**src/hw/rtl/lmc_instruction_execute_core_defines.svh**
```systemverilog
// Assertion macros for the LMC execute core.
`ifndef LMC_INSTRUCTION_EXECUTE_CORE_DEFINES_SVH
`define LMC_INSTRUCTION_EXECUTE_CORE_DEFINES_SVH

// Same-cycle implication, checked outside reset.
`define LMC_ASSERT_SAME(label, clk, rst_n, ante, cons, msg) \
  label: assert property (@(posedge clk) disable iff (!rst_n) (ante) |-> (cons)) \
    else $error(msg);

// Next-cycle implication, checked outside reset.
`define LMC_ASSERT_NEXT(label, clk, rst_n, ante, cons, msg) \
  label: assert property (@(posedge clk) disable iff (!rst_n) (ante) |=> (cons)) \
    else $error(msg);

`endif

```
**src/hw/rtl/lmc_pkg.sv**
```systemverilog
`default_nettype none
package lmc_pkg;

  localparam int MEM_DEPTH_DEF = 128;
  localparam int ADDR_W        = 7;
  localparam int WORD_W        = 10;
  localparam int ACC_W         = 32;
  localparam int PC_W          = 16;
  localparam int OP_W          = 4;
  localparam int STATUS_W      = 3;

  localparam int IN_TDATA_W    = 56;
  localparam int OUT_TDATA_W   = 48;
  localparam int OUT_TUSER_W   = 4;

  localparam logic signed [ACC_W-1:0] STA_MAX = 32'sd999;

  typedef enum logic [OP_W-1:0] {
    OP_ADD = 4'd0,
    OP_SUB = 4'd1,
    OP_STA = 4'd2,
    OP_LDA = 4'd3,
    OP_BRA = 4'd4,
    OP_BRZ = 4'd5,
    OP_BRP = 4'd6,
    OP_INP = 4'd7,
    OP_OUT = 4'd8,
    OP_HLT = 4'd9
  } opcode_t;

  typedef enum logic [STATUS_W-1:0] {
    ST_ACC_CHANGED   = 3'd0,
    ST_ACC_UNCHANGED = 3'd1,
    ST_BRANCHED      = 3'd2,
    ST_HALT          = 3'd3,
    ST_ERROR         = 3'd4,
    ST_LOADED        = 3'd5
  } status_t;

endpackage
`default_nettype wire

```
**src/hw/rtl/lmc_instruction_execute_core.sv**
```systemverilog
// Result path: an input transfer fills the input register, then the result register; the result
// transfer follows. Throughput: one instruction or preload per cycle unless out_tready stalls;
// the accumulator loop is one add and compare.
// Memory read data is registered at input transfer, with bypass of the write made that cycle.
// Reset (rst_n low, synchronous): accumulator and PC clear, all memory words read as zero
// through per-word valid bits cleared at once; no clearing pass is needed before ready.
`default_nettype none
`include "lmc_instruction_execute_core_defines.svh"
module lmc_instruction_execute_core #(
  parameter int MEM_DEPTH = lmc_pkg::MEM_DEPTH_DEF
) (
  input  wire logic                            clk,
  input  wire logic                            rst_n,
  input  wire logic                            in_tvalid,
  output logic                                 in_tready,
  // opcode[3:0], address[10:4], load_word[20:11], typed_value[52:21], zero[55:53]
  input  wire logic [lmc_pkg::IN_TDATA_W-1:0]  in_tdata,
  // kind
  input  wire logic                            in_tuser,
  output logic                                 out_tvalid,
  input  wire logic                            out_tready,
  // acc_now[31:0], pc_now[47:32]
  output logic [lmc_pkg::OUT_TDATA_W-1:0]      out_tdata,
  // status[2:0], print_valid[3]
  output logic [lmc_pkg::OUT_TUSER_W-1:0]      out_tuser
);

  localparam int ADDR_W    = lmc_pkg::ADDR_W;
  localparam int WORD_W    = lmc_pkg::WORD_W;
  localparam int ACC_W     = lmc_pkg::ACC_W;
  localparam int PC_W      = lmc_pkg::PC_W;
  localparam int OP_W      = lmc_pkg::OP_W;
  localparam int ADDR_SPAN = 2 ** ADDR_W;
  localparam int MEM_N     = (MEM_DEPTH < ADDR_SPAN) ? MEM_DEPTH : ADDR_SPAN;
  localparam int IDX_W     = $clog2(MEM_N);
  localparam logic [ADDR_W:0] MEM_LIM = (ADDR_W + 1)'(MEM_N);

  localparam int OP_LO  = 0;
  localparam int ADR_LO = OP_LO + OP_W;
  localparam int LW_LO  = ADR_LO + ADDR_W;
  localparam int TV_LO  = LW_LO + WORD_W;

  logic                      in_xfer;
  logic [ADDR_W-1:0]         in_addr;
  logic                      in_rng;
  logic [IDX_W-1:0]          rd_idx;

  logic                      s1_valid_r;
  logic                      s1_kind_r;
  logic [OP_W-1:0]           s1_op_r;
  logic [ADDR_W-1:0]         s1_addr_r;
  logic [WORD_W-1:0]         s1_load_r;
  logic signed [ACC_W-1:0]   s1_typed_r;
  logic                      s1_rng;
  logic                      s1_adv;

  logic [WORD_W-1:0]         mem [MEM_N];
  logic [MEM_N-1:0]          mem_vld_r;
  logic [WORD_W-1:0]         mem_q_r;
  logic                      rd_ok_r;
  logic                      fwd_r;
  logic [WORD_W-1:0]         fwd_data_r;
  logic [WORD_W-1:0]         s1_word;

  logic signed [ACC_W-1:0]   acc_r;
  logic signed [ACC_W-1:0]   acc_nxt;
  logic [PC_W-1:0]           pc_r;
  logic [PC_W-1:0]           pc_nxt;
  logic [PC_W-1:0]           pc_inc;
  logic [ACC_W:0]            sum;
  logic                      ovf;
  lmc_pkg::status_t          ex_status;
  logic                      ex_print;
  logic                      wr_req;
  logic                      wr_en;
  logic [IDX_W-1:0]          wr_idx;
  logic [WORD_W-1:0]         wr_data;

  logic                      out_valid_r;
  logic [lmc_pkg::STATUS_W-1:0] out_status_r;
  logic                      out_print_r;
  logic [ACC_W-1:0]          out_acc_r;
  logic [PC_W-1:0]           out_pc_r;

  assign in_xfer   = in_tvalid && in_tready;
  assign in_tready = !s1_valid_r || s1_adv;
  assign in_addr   = in_tdata[ADR_LO +: ADDR_W];
  assign in_rng    = {1'b0, in_addr} < MEM_LIM;
  assign rd_idx    = in_addr[IDX_W-1:0];
  assign s1_rng    = {1'b0, s1_addr_r} < MEM_LIM;
  assign s1_adv    = s1_valid_r && (!out_valid_r || out_tready);

  // Input stage
  always_ff @(posedge clk) begin
    if (!rst_n) begin
      s1_valid_r <= 1'b0;
    end else if (in_xfer) begin
      s1_valid_r <= 1'b1;
    end else if (s1_adv) begin
      s1_valid_r <= 1'b0;
    end
  end

  always_ff @(posedge clk) begin
    if (in_xfer) begin
      s1_kind_r  <= in_tuser;
      s1_op_r    <= in_tdata[OP_LO +: OP_W];
      s1_addr_r  <= in_addr;
      s1_load_r  <= in_tdata[LW_LO +: WORD_W];
      s1_typed_r <= in_tdata[TV_LO +: ACC_W];
    end
  end

  // Word memory, registered read with write bypass
  always_ff @(posedge clk) begin
    if (wr_en) begin
      mem[wr_idx] <= wr_data;
    end
    if (in_xfer) begin
      mem_q_r    <= mem[rd_idx];
      rd_ok_r    <= in_rng && mem_vld_r[rd_idx];
      fwd_r      <= wr_en && (wr_idx == rd_idx) && in_rng;
      fwd_data_r <= wr_data;
    end
  end

  always_ff @(posedge clk) begin
    if (!rst_n) begin
      mem_vld_r <= '0;
    end else if (wr_en) begin
      mem_vld_r[wr_idx] <= 1'b1;
    end
  end

  assign s1_word = fwd_r ? fwd_data_r : (rd_ok_r ? mem_q_r : '0);

  // Execute
  assign pc_inc = pc_r + PC_W'(1);
  assign wr_idx = s1_addr_r[IDX_W-1:0];
  assign wr_en  = s1_adv && wr_req && s1_rng;

  always_comb begin
    if (s1_op_r == lmc_pkg::OP_SUB) begin
      sum = {acc_r[ACC_W-1], acc_r} - {{(ACC_W + 1 - WORD_W){1'b0}}, s1_word};
    end else begin
      sum = {acc_r[ACC_W-1], acc_r} + {{(ACC_W + 1 - WORD_W){1'b0}}, s1_word};
    end
    ovf = sum[ACC_W] ^ sum[ACC_W-1];
  end

  always_comb begin
    acc_nxt   = acc_r;
    pc_nxt    = pc_r;
    ex_status = lmc_pkg::ST_ERROR;
    ex_print  = 1'b0;
    wr_req    = 1'b0;
    wr_data   = s1_load_r;
    if (s1_kind_r) begin
      wr_req    = 1'b1;
      ex_status = lmc_pkg::ST_LOADED;
    end else begin
      case (s1_op_r)
        lmc_pkg::OP_ADD, lmc_pkg::OP_SUB: begin
          if (!ovf) begin
            acc_nxt   = sum[ACC_W-1:0];
            pc_nxt    = pc_inc;
            ex_status = lmc_pkg::ST_ACC_CHANGED;
          end
        end
        lmc_pkg::OP_STA: begin
          wr_data = acc_r[WORD_W-1:0];
          if (!acc_r[ACC_W-1] && (acc_r <= lmc_pkg::STA_MAX)) begin
            wr_req    = 1'b1;
            pc_nxt    = pc_inc;
            ex_status = lmc_pkg::ST_ACC_UNCHANGED;
          end
        end
        lmc_pkg::OP_LDA: begin
          acc_nxt   = {{(ACC_W - WORD_W){1'b0}}, s1_word};
          pc_nxt    = pc_inc;
          ex_status = lmc_pkg::ST_ACC_CHANGED;
        end
        lmc_pkg::OP_BRA: begin
          pc_nxt    = {{(PC_W - ADDR_W){1'b0}}, s1_addr_r};
          ex_status = lmc_pkg::ST_BRANCHED;
        end
        lmc_pkg::OP_BRZ, lmc_pkg::OP_BRP: begin
          if ((s1_op_r == lmc_pkg::OP_BRZ) ? (acc_r == '0) : !acc_r[ACC_W-1]) begin
            pc_nxt    = {{(PC_W - ADDR_W){1'b0}}, s1_addr_r};
            ex_status = lmc_pkg::ST_BRANCHED;
          end else begin
            pc_nxt    = pc_inc;
            ex_status = lmc_pkg::ST_ACC_UNCHANGED;
          end
        end
        lmc_pkg::OP_INP: begin
          acc_nxt   = s1_typed_r;
          pc_nxt    = pc_inc;
          ex_status = lmc_pkg::ST_ACC_CHANGED;
        end
        lmc_pkg::OP_OUT: begin
          pc_nxt    = pc_inc;
          ex_status = lmc_pkg::ST_ACC_UNCHANGED;
          ex_print  = 1'b1;
        end
        lmc_pkg::OP_HLT: begin
          ex_status = lmc_pkg::ST_HALT;
        end
        default: begin
          ex_status = lmc_pkg::ST_ERROR;
        end
      endcase
    end
  end

  always_ff @(posedge clk) begin
    if (!rst_n) begin
      acc_r <= '0;
      pc_r  <= '0;
    end else if (s1_adv) begin
      acc_r <= acc_nxt;
      pc_r  <= pc_nxt;
    end
  end

  // Result register
  always_ff @(posedge clk) begin
    if (!rst_n) begin
      out_valid_r <= 1'b0;
    end else if (s1_adv) begin
      out_valid_r <= 1'b1;
    end else if (out_tready) begin
      out_valid_r <= 1'b0;
    end
  end

  always_ff @(posedge clk) begin
    if (s1_adv) begin
      out_status_r <= ex_status;
      out_print_r  <= ex_print;
      out_acc_r    <= acc_nxt;
      out_pc_r     <= pc_nxt;
    end
  end

  assign out_tvalid = out_valid_r;
  assign out_tdata  = {out_pc_r, out_acc_r};
  assign out_tuser  = {out_print_r, out_status_r};

  `LMC_ASSERT_NEXT(a_err_holds_state, clk, rst_n,
    s1_adv && (ex_status == lmc_pkg::ST_ERROR),
    $stable(acc_r) && $stable(pc_r), "error step changed accumulator or PC")

  `LMC_ASSERT_SAME(a_wr_only_on_adv, clk, rst_n,
    wr_en, s1_adv && s1_rng && (s1_kind_r || (s1_op_r == lmc_pkg::OP_STA)),
    "memory write outside a preload or STA step")

  `LMC_ASSERT_SAME(a_print_on_out, clk, rst_n,
    out_valid_r && out_print_r, out_status_r == lmc_pkg::ST_ACC_UNCHANGED,
    "print flag with a status other than accumulator unchanged")

endmodule
`default_nettype wire
```
**config.mk**
```make
export PLATFORM = sky130hd
export DESIGN_NAME = lmc_instruction_execute_core
export DESIGN_NICKNAME = d
export VERILOG_FILES = /design/src/hw/rtl/lmc_pkg.sv /design/src/hw/rtl/lmc_instruction_execute_core.sv
export VERILOG_INCLUDE_DIRS = /design/src /design/src/hw/rtl
export SDC_FILE = /design/constraint.sdc
export NUM_CORES = 2
export LEC_CHECK = 0
export ABC_CLOCK_PERIOD_IN_PS = 12300
export BUFFER_PORTS_ARGS = -buffer_cell sky130_fd_sc_hd__buf_2
export CORE_MARGIN = 4
export CORE_UTILIZATION = 50
export DETAILED_ROUTE_END_ITERATION = 6
export PLACE_DENSITY = 0.75
export SLEW_MARGIN = 25
export SYNTH_ARGS = -nofsm -noshare
export SYNTH_HDL_FRONTEND = slang
export SYNTH_SLANG_ARGS = --single-unit
```
**constraint.sdc**
```tcl
create_clock -name clk -period 12.3 [get_ports clk]
set_clock_uncertainty 0.2 [all_clocks]
set_input_delay 0.615 -clock clk [delete_from_list [all_inputs] [get_ports clk]]
set_output_delay 0.615 -clock clk [all_outputs]
set_load 0.02 [all_outputs]
```
* Word-level counts from Yosys, hierarchy flattened
Memories as Yosys holds them, arrays and structs flattened. A register that Yosys moved wholly into a read port is not among the register bits. Cells that the tools add are included. Widths: inputs -> output; s select.
Word-level totals: register bits after elaboration 296, memory bits (writable) 1280, output and inout bits 54, logic and storage cells 88, bits of input ports 61, memories 1
Memories:
- mem | depth 128, bits a word 10, read ports 1, clocked after Yosys merged registers in 1, write ports 1, RTL line lmc_instruction_execute_core.sv:57 | logic [WORD_W-1:0] mem [MEM_N];
Operators by class: $add $sub $neg 3, magnitude comparators 4, bitwise logic cells 2, reductions and logical operators 19, mux-type cells 32, eq/ne operators 10
Operators with widths (number):
- $or 128x128->128 | 1
- $pmux 32 s3 | 1
- $pmux 16 s5 | 1
- $mux 16 | 4
- $mux 32 | 2
- $mux 10 | 4
- $add 32x11->33 | 1
- $mux 33 | 1
- $sub 32x11->33 | 1
- $le 32x11->1 const B | 1
- $logic_not 32->1 | 1
- $pmux 3 s7 | 1
- $add 16x1->16 const B | 1
- $eq 4x3->1 const B | 4
- $lt 7x8->1 const B | 2
- $mux 1 | 13
- $eq 4x2->1 const B | 2
- $eq 4x4->1 const B | 2
- $bmux 1 s7 | 1
- $demux 1 s7 | 1
- $eq 7x7->1 | 1
- $ge 7x1->1 const B | 1
- $logic_and 1x1->1 | 6
- $mux 3 | 2
- 9 further kinds | 15

* Logic depth before layout (Yosys ltp)
depth after elaboration 8, mapped depth 24, mapped depth without buffers 19

* Worst setup path before layout
OpenSTA, ideal clock, no wires.
path kind register to register, from reg fwd_r, to reg out_pc_r[14] (data pin), data arrival time 4.710 ns, period minus slack after synthesis 5.184 ns, required time 11.826 ns, stages on the path, launching flop included 23, library setup time 0.274 ns, path buffers 3, path slack 7.116 ns, cells stage by stage edfxtp_1 clkbuf_1 nor2b_1 clkbuf_1 a22oi_1 and4_1 nand3_1 nor2_1 ha_1 mux2i_1 ha_1 nand2_1 nor2_1 nand3_1 o311a_4 o31ai_4 a31oi_2 xnor2_2 xnor3_2 buf_6 a2111o_1 a21oi_1 nor2_1
On the way: longest elaborated chain between the ends 7, elaborated cells between the ends (all ways) 8, those cells by class add/sub (2); mux (5); bitwise (1)
RTL lines:
- start, declared | RTL line lmc_instruction_execute_core.sv:61 | logic fwd_r;
- start signal, assigned | RTL line lmc_instruction_execute_core.sv:122 | fwd_r <= wr_en && (wr_idx == rd_idx) && in_rng;
- $mux 10 (*) | RTL line lmc_instruction_execute_core.sv:135 | assign s1_word = fwd_r ? fwd_data_r : (rd_ok_r ? mem_q_r : '0);
- $add 32x11->33 / $sub 32x11->33 (equally long branches) | RTL line lmc_instruction_execute_core.sv:146, lmc_instruction_execute_core.sv:144
- $mux 33 (*) | RTL line lmc_instruction_execute_core.sv:143 | if (s1_op_r == lmc_pkg::OP_SUB) begin
- $xor 1x1->1 (*) | RTL line lmc_instruction_execute_core.sv:148 | ovf = sum[ACC_W] ^ sum[ACC_W-1];
- $mux 16 (*) | RTL line lmc_instruction_execute_core.sv:164 | if (!ovf) begin
- $pmux 16 s5 (*) | RTL line lmc_instruction_execute_core.sv:162 | case (s1_op_r)
- $mux 16 (*) | RTL line lmc_instruction_execute_core.sv:158 | if (s1_kind_r) begin
- named net pc_nxt[14] | RTL line lmc_instruction_execute_core.sv:68 | logic [PC_W-1:0] pc_nxt;
- end signal, assigned | RTL line lmc_instruction_execute_core.sv:242 | out_pc_r <= pc_nxt;
- end, declared | RTL line lmc_instruction_execute_core.sv:83 | logic [PC_W-1:0] out_pc_r;
Mark *: on every way through the listed nets, which the timed path passes. The rest lies on a longest branch. A chain may end at the register's enable or synchronous reset.

* Worst setup path in the final report
Same ends and word-level chain as after synthesis.

==> key figures <==
Layout
  – Multi-input logic area: about 0.017 sq mm
  – Design Area, Final: around 0.072 sq mm
  – FF+latch area: roughly 0.046 sq mm
  – Final net count: 3670
  – Filler cells: 8841
  – Layout cells sized above 1: 26.9%
  – P&R area growth vs syn: 12.9%
  – Commonest non-fill, non-tap cell in the layout: edfxtp_1
  – Most frequent cells in the layout: edfxtp_1 (1408), mux4_2 (462), nor2_1 (289)

Routing
  – Post-DR wirelength/cell: 28.0 um
  – DRC: 0
  – Routed Antenna Nets: 0
  – TritonRoute pass-1 iters: 5
  – DR vias/cell: 6.32
  – Initial detailed-routing violation count: 4376
  – Drt total wl: ~150000 um
  – Vias post-DR: 33895

Yosys
  – Netlist cell types: 77
  – Synth Area in XOR/XNOR: 0.732%
  – Asr flop ratio synth: 0%
  – Synth area leader: edfxtp_1
  – Synthesized flop and latch total: ~1600
  – Mux cell area share after synthesis: approximately 17%
  – Synth Area in Simple Gates: approximately 4%
  – Cells after Synth: ~3400
  – Main area contributors after synthesis: edfxtp_1 (66%), mux4_2 (16%), dfxtp_1 (5.6%)
  – Post-Synth Adder-Cell Area: less than 1%
  – Syn nets: ~3500
  – Number of flops mapped to enable cells by yosys: between 1000 and 1500
  – Largest family of logic cells by synthesized area: multiplexers
  – Warnings, synthesis: 0
  – Mapped Area: ~0.064 sq mm
  – Primary FF master, synth: edfxtp_1
  – Mean Syn Cell Area: 18.7 sq um
  – Synth top area share: between 60% and 70%
  – Complex-gate fraction of the synthesized area: 4.38%
  – Sequential fraction of the synthesis area: between 70% and 80%

Timing
  – Final Hold Viols: 0
  – Worst slew pin tran: 1.12 ns
  – RSZ-0062 raised after global routing: no
  – Final worst-path cycle share: between 50 and 60%
  – Final min period: ~6.7 ns
  – Number of setup violations in the final report: 0
  – Final Max Tran Viols: 0
  – Setup TNS: 0 ns
  – Slew HR: between 20% and 30%
  – Fmax: between 100 and 150 MHz

Run status
  – Status: finished, final reports clean

Place
  – Post-DP HPWL: ~87000 um
  – I/O Buffers: around 110
  – Placed Instance Area: roughly 0.066 sq mm
  – Placer congestion estimate: around 0.88

Clock tree
  – Clock-pin slew on the worst setup and hold paths: 0.06 ns
  – Deepest clock path buffer count: 3
  – Post-CTS Setup Bufs: 0
  – CTS sink count: between 1500 and 2000
  – CTS root buf: clkbuf_16
  – TritonCTS clock tree: yes
  – Clock latency at the later pin of the worst-skew pair: 0.79 ns
  – CTS Buf Count: 156
  – H-tree Lvls: 4

Worst hold path
  – Hold Crit Start: in_tdata[9]
  – WHS Endpoint: s1_addr_r[5]
  – Hold WC Path Type: in -> reg
  – Min-Delay Path Depth: 1

Critical path
  – Worst r2r src: fwd_r
  – FF-to-FF End: out_pc_r[14]
  – R2R Setup Slk: 5.59 ns
  – Worst Setup Start Kind: flip-flop
  – Crit end category: flip-flop
  – Arrival time at the worst endpoint: about 7 ns
  – Crit path kind: reg -> reg
  – Required time worst endpoint: 12.61 ns
  – Reg2Reg Depth: 17
  – CP max FO: 34

Die
  – Die Ht: ~370 um
  – Die width: 365 um
  – Initial core utilization: 50.6%
  – Die area: ~0.13 sq mm
  – Core area: around 0.13 sq mm
  – I/O pins: 115
  – Rows: 130

GRT
  – Number of global-route vias before repair: about 33000
  – Largest net degree at the start of global routing: approximately 110
  – GRT Overall Usage: between 20% and 30%
  – First-pass GRT wire length: roughly 220000 um
  – Global route total overflow: 0
  – Initial antenna violation count: 7

Power
  – Peak VDD IR: about 0.00015 V
  – P per Cell Area: about 160 mW/mm^2
  – Lkg Pwr: roughly 23 nW

Job
  – Max-cap violations: 0
==> per-stage QoR <==
| step | cells | setup WS, ns | total power [mW] | hold WS, ns | util, % |
|---|---|---|---|---|---|
| final | 5362 | 5.59 | 11.4 | 0.0799 | 57.1 |
| after global routing | 5358 | 5.12 | 11.7 | 0.0505 | 57.1 |
| after CTS | 5357 | 5.31 | 11.4 | 0.0283 | 56.9 |
| after detailed placement | 5013 | 5.35 | 6.75 | 0.250 | 52.4 |
| after global placement | 5013 | 5.45 | 6.73 | 0.242 | 52.4 |
| after floorplan | 3410 | 7.12 | 6.51 | 0.235 | - |
==> report_power, final <==
group	leakage [nW]	switching, mW	internal [mW]	total, mW
combinational	6.37	0.450	0.268	0.717
sequential	14.2	0.0288	5.91	5.94
clock	2.48	2.01	2.72	4.73
total	23.0	2.49	8.89	11.4
==> timing repair <==
action | 4_1_cts | 5_1_grt
resized for setup | 0 | 0
hold buffers | 50 | 0
endpoints found under the hold margin | 51 | 0
==> metal layers <==
metal,vias up,global-route usage [%],part of all wire (%)
met5,-,0,0.0087
li1,14195,-,-
met4,2,7.06,2.9
met3,267,5.15,9.9
met2,1869,35.4,48
met1,17562,32.3,40
==> state kept, by name, indices dropped and copies added (netlist names), 4 cells and up <==
register    flops
acc_r          32
fwd_data_r     10
mem          1280
mem_q_r        10
mem_vld_r     128
out_acc_r      32
out_pc_r       16
pc_r           16
s1_addr_r       7
s1_load_r      10
s1_op_r         4
s1_typed_r     32
==> synthesized netlist by cell type, drive strengths merged (21+ instances only) <==
library cell  instances
o21ai                96
o21a                 61
edfxtp             1408
clkbuf              156
mux4                462
buf                  44
a21oi               116
dfxtp               178
nand3                42
ha                   36
mux2                 21
nor2                389
nand2                82
xnor2                33
==> area by class of cell <==
class / instances / share of cell area (%)
clock buffer: 245 / 6.30
inverter: 17 / 0.0939
timing repair buffer: 204 / 2.03
tap: 1650 / 2.87
clock inverter: 49 / 0.802
antenna: 4 / 0.0139
multi-input combinational: 1607 / 24.2
sequential: 1586 / 63.7
==> worst max-delay path by stage <==
stage / start / end / slack, ns
after detailed placement: fwd_r / acc_r[1] / 5.35
after global placement: fwd_r / out_acc_r[8] / 5.45
final: fwd_r / out_pc_r[14] / 5.59
after CTS: fwd_r / out_acc_r[8] / 5.31
after floorplan: fwd_r / out_pc_r[14] / 7.12
after global routing: fwd_r / out_pc_r[14] / 5.12
==> logic make-up (layout without fill, tap and decap cells) <==
group,Yosys count,after routing
buffers and inverters,217,515
other,0,4
and+or+nand+nor,604,604
adders and majority gates,37,37
AOI/OAI and AO/OA,421,421
DFF,1586,1586
muxes,496,496
xor gates and xnor gates,49,49
==> critical path, cell delays in order (launching register included) <==
cell	delay, ns
edfxtp_1	0.66
nor2b_1	0.26
a22oi_1	0.41
and4_1	0.29
nand3_1	0.21
o31ai_1	0.79
ha_1	0.28
nand2_1	0.11
nor2_1	0.22
nand3_1	0.12
o311a_4	0.40
o31ai_4	0.31
a31oi_2	0.16
xnor2_2	0.25
xnor3_2	0.94
a21oi_1	0.16
a2111oi_0	0.53
nor2_1	0.11
(Power assumes the default switching activity.)
